`config.mk`:
```
export PLATFORM = sky130hd
export DESIGN_NAME = csv_out
export DESIGN_NICKNAME = d
export VERILOG_FILES = /design/src/csv_pkg.sv /design/src/csv_out.sv
export SDC_FILE = /design/constraint.sdc
export NUM_CORES = 1
export LEC_CHECK = 0
export ABC_AREA = 1
export BUFFER_PORTS_ARGS = -buffer_cell sky130_fd_sc_hd__buf_2
export CORE_MARGIN = 2
export CORE_UTILIZATION = 37
export DETAILED_ROUTE_END_ITERATION = 8
export HOLD_SLACK_MARGIN = 0.06
export PLACE_DENSITY = 0.86
export SYNTH_ARGS = -nofsm -noshare
export SYNTH_HDL_FRONTEND = slang
export SYNTH_SLANG_ARGS = --single-unit
```
`constraint.sdc`:
```
create_clock -name clk -period 2.3 [get_ports clk]
set_input_delay 0.575 -clock clk [delete_from_list [all_inputs] [get_ports clk]]
set_output_delay 0.575 -clock clk [all_outputs]
set_load 0.01 [all_outputs]
```
`src/csv_pkg.sv`:
```
// ---------------------------------------------------------------------------
// csv_pkg: shared types and constants for the CSR sparse matrix-vector unit
// Input kind codes, the decoded operation, the queue entry and queue status.
// ---------------------------------------------------------------------------
package csv_pkg;

  // default sizing
  localparam int DEF_VECTOR_DEPTH = 1024;
  localparam int DEF_FRAC_BITS    = 16;

  // fixed field widths
  localparam int KIND_W    = 2;
  localparam int INDEX_W   = 10;
  localparam int VALUE_W   = 32;
  localparam int ROW_W     = 16;
  localparam int ACC_W     = 64;
  localparam int IN_DATA_W  = 48;  // index + value, padded to bytes
  localparam int OUT_DATA_W = 48;  // row_index + row_sum

  // input kind codes
  localparam logic [KIND_W-1:0] KIND_LOAD  = 2'd0;
  localparam logic [KIND_W-1:0] KIND_NZ    = 2'd1;
  localparam logic [KIND_W-1:0] KIND_EMPTY = 2'd2;

  // queue between front and back
  localparam int Q_DEPTH = 2;
  localparam int Q_PW    = $clog2(Q_DEPTH);
  localparam int Q_CW    = $clog2(Q_DEPTH + 1);

  typedef enum logic [1:0] {
    OP_LOAD  = 2'd0,
    OP_MAC   = 2'd1,
    OP_EMPTY = 2'd2
  } op_t;

  typedef struct packed {
    op_t                       op;
    logic                      in_range;
    logic [INDEX_W-1:0]        index;
    logic signed [VALUE_W-1:0] value;
    logic                      row_end;
  } q_entry_t;

  typedef struct packed {
    logic            pop;
    logic [Q_CW-1:0] cnt;
  } q_stat_t;

endpackage

```
`src/csv_out.sv`:
```
// ---------------------------------------------------------------------------
// csv_out: result scaling and output register
// Floors the accumulator down to the output format, saturates to 32 bits
// and holds the result until the consumer takes it.
// ---------------------------------------------------------------------------
module csv_out
  import csv_pkg::*;
#(
  parameter int FRAC_BITS = DEF_FRAC_BITS
) (
  input  logic                    clk,
  input  logic                    rst_n,
  input  logic                    res_vld,
  input  logic signed [ACC_W-1:0] res_sum,
  input  logic [ROW_W-1:0]        res_idx,
  input  logic                    res_last,
  output logic                    adv,
  output logic                    out_tvalid,
  input  logic                    out_tready,
  output logic [OUT_DATA_W-1:0]   out_tdata,
  output logic                    out_tlast
);

  logic signed [ACC_W-1:0]   shifted;
  logic [ACC_W-VALUE_W:0]    hi;
  logic signed [VALUE_W-1:0] sat;
  logic                      vld_r;
  logic [OUT_DATA_W-1:0]     data_r;
  logic                      last_r;

  // pipeline moves whenever the output register is free or being drained
  assign adv = !vld_r || out_tready;

  // floor shift, then clamp to signed 32 bits
  always_comb begin
    shifted = res_sum >>> FRAC_BITS;
    hi      = shifted[ACC_W-1:VALUE_W-1];
    if ((&hi) || !(|hi)) sat = shifted[VALUE_W-1:0];
    else if (shifted[ACC_W-1]) sat = {1'b1, {(VALUE_W-1){1'b0}}};
    else sat = {1'b0, {(VALUE_W-1){1'b1}}};
  end

  always_ff @(posedge clk) begin
    if (!rst_n) begin
      vld_r <= 1'b0;
    end else if (adv) begin
      vld_r <= res_vld;
    end
  end

  always_ff @(posedge clk) begin
    if (adv) begin
      data_r <= {sat, res_idx};
      last_r <= res_last;
    end
  end

  assign out_tvalid = vld_r;
  assign out_tdata  = data_r;
  assign out_tlast  = last_r;

endmodule
```
==> reports/metrics.cfg <==
[detailed_routing]
first_pass_iters = 4
wirelength_mm = 3.862
drc = 0
drtAntennaViolNets = 0
vias = 1480
drtIter0Drc = 49
drt-vias-per-instance = 4.290
post_drt_wl_per_cell_um = 11.19

[sta]
skew_ns = 0.0009704
rsz0062_at_grt = false
slew_headroom = 0.6988
period_share = 0.6945
setup_tns_ns = 0
worst_pin_slew_ns = 0.4517
fmax_mhz = 626.0
finalSetupViolCount = 0
timing_hold_violations_final = 0
slew_viol_final = 0
period_minus_slack_ns = 1.597

[critical_path]
critPathKind = primary input to flop
critPathTopFamily = simple AND/OR/NAND/NOR gates
crit_arrival_ns = 1.64
crit_chain = buf_2, or2_1, nor2_2, nand3_2, nand3_2, buf_4, nand2_1
slowest_delay_ns = 0.30
crit_buf_inv = 2
rr_worst_depth = 2
critPathCaptureType = flop
crit_start = res_sum[50]
worstPathMaxFanout = 31
r2r_slack_ns = 1.13
start_kind = primary input
cp_data_required_time_ns = 2.34
cp_slowest_cell = buf_4
timing.rr.start = out_tvalid
cp_common_cell = nand3_2
reg2reg_to = out_tdata[26]

[cts]
cts_buffer_depth = 2
root_buffer = clkbuf_8
h-tree-depth = 2
postCtsHoldBufs = 0
insertion_delay_ns = 0.29
cts-resized-gates = 0
clk_pin_slew_worst_paths_ns = 0.08
cts_tree = yes
cts_setup_buffers = 0
cts_made_buffers = 5
cts.sinks = 50

[floorplanning]
initial_core_util = 0.3829
num_io_pins = 136
dieArea_sq_um = 5883
die_x_um = 76.70
core_sq_um = 5107
die_y_um = 76.70
rows = 26

[place]
portBuffers = 119
placed_area_sq_um = 2592
hpwl_mm = 2.918
gp_congestion = 0.6732

[grt]
grt_pass1_wl_mm = 6.058
grt_usage = 0.1330
grt_max_degree = 39
grt.overflow.total = 0
antenna_found_initial = 0
grt_pass1_vias = 1362

[logic_synthesis]
synth_top_area_share = 0.7524
yosysTopAreaCell = edfxtp_1
synthCells = 152
syn-mean-instance-area_sq_um = 12.87
synth_cell_types = 15
ys_top_cells_by_area = edfxtp_1 (75%), nand2_1 (14%), buf_6 (3.5%)
synth-seq-cells = 50
synth_area_sq_um = 1956
synth_warnings = 0
syn_nets = 237
seq_area_frac_synth = 0.7626

[run]
max_cap_violations = 0

[final_layout]
regArea_sq_um = 1491
drive_gt1_frac = 0.4873
design_area_sq_um = 2703
areaGrowthSynthToFinish_pct = 38.20
fin_util = 0.5292
fin_nets = 359
fillers = 456
multi_input_area_sq_um = 380.4
diodes = 0

[pwr]
leakage_nw = 1.254
peakVddDrop_v = 0.0002811
p_per_area_nw_per_um2 = 691.0

[status]
status = finished, final reports clean

[worst_hold_path]
min-delay-start = res_idx[12]
hold_end = out_tdata[12]
hold_path_depth = 1
min_path_type = primary input to flop

==> layer usage <==
| layer | share of wire | global-route usage | wire length (um) | up-vias |
|---|---|---|---|---|
| li1 | - | - | - | 749 |
| met1 | 0.40 | 0.1498 | 1527 | 648 |
| met2 | 0.52 | 0.2377 | 2007 | 75 |
| met3 | 0.063 | 0.03176 | 244 | 8 |
| met4 | 0.021 | 0.06000 | 82 | 0 |
| met5 | 0 | 0 | 0 | - |
==> report_power, final <==
part           internal (mW)  total [mW]  switching, mW
clock                  0.324       0.586          0.262
sequential              1.07        1.08         0.0131
combinational         0.0936       0.200          0.107
==> cell usage after synthesis, drive strengths merged <==
cell and instances:
edfxtp 49, clkbuf 1, nand2 72, nor2 11, inv 4, nand4 2, buf 6, nand3 3
dfxtp 1, or2 1, nor3 1, a21boi 1
==> through the flow <==
step | total power [mW] | hold slack [ns] | std cells | worst slack [ns]
3_5_place_dp | 1.306 | 0.7379 | 337 | 0.3563
6_report | 1.867 | 0.4539 | 345 | 0.7026
3_3_place_gp | 1.298 | 0.7251 | 337 | 0.3892
2_1_floorplan | 1.184 | 0.6739 | 152 | 0.005147
4_1_cts | 1.893 | 0.4426 | 345 | 0.6881
5_1_grt | 1.954 | 0.4305 | 345 | 0.6271
==> cell type report <==
| class | instances | share of cell area |
|---|---|---|
| Tap cell | 70 | 0.03241 |
| Multi-Input combinational cell | 91 | 0.1407 |
| Clock inverter | 2 | 0.01389 |
| Inverter | 4 | 0.005556 |
| Clock buffer | 6 | 0.02685 |
| Timing Repair Buffer | 122 | 0.2287 |
| Sequential cell | 50 | 0.5519 |
==> worst max path at each step <==
stage	cells after the start	to
2_1_floorplan	2	adv
3_5_place_dp	7	out_tdata[19]
5_1_grt	7	out_tdata[19]
4_1_cts	7	out_tdata[19]
6_report	7	out_tdata[20]
3_3_place_gp	7	out_tdata[43]
==> placed cells by master (no fill, tap or decap), types with 2 or more instances in the layout <==
master      n
buf_4       3
clkbuf_8    5
nor2_1     10
nand3_2     2
nand2_1    70
edfxtp_1   49
nand4_1     2
buf_2     119
inv_1       4
==> sequential cells by signal, indices dropped and copies added, names as in the netlist <==
name / flops
out_tdata: 48
out_tlast: 1
out_tvalid: 1
==> cells by family after synthesis <==
group | Yosys count | synth area share
simple gates | 90 | 0.1894
flops | 50 | 0.7626
buf+inv | 11 | 0.04414
compound gates | 1 | 0.003840
Note: power is estimated with default switching activity, not from simulation.
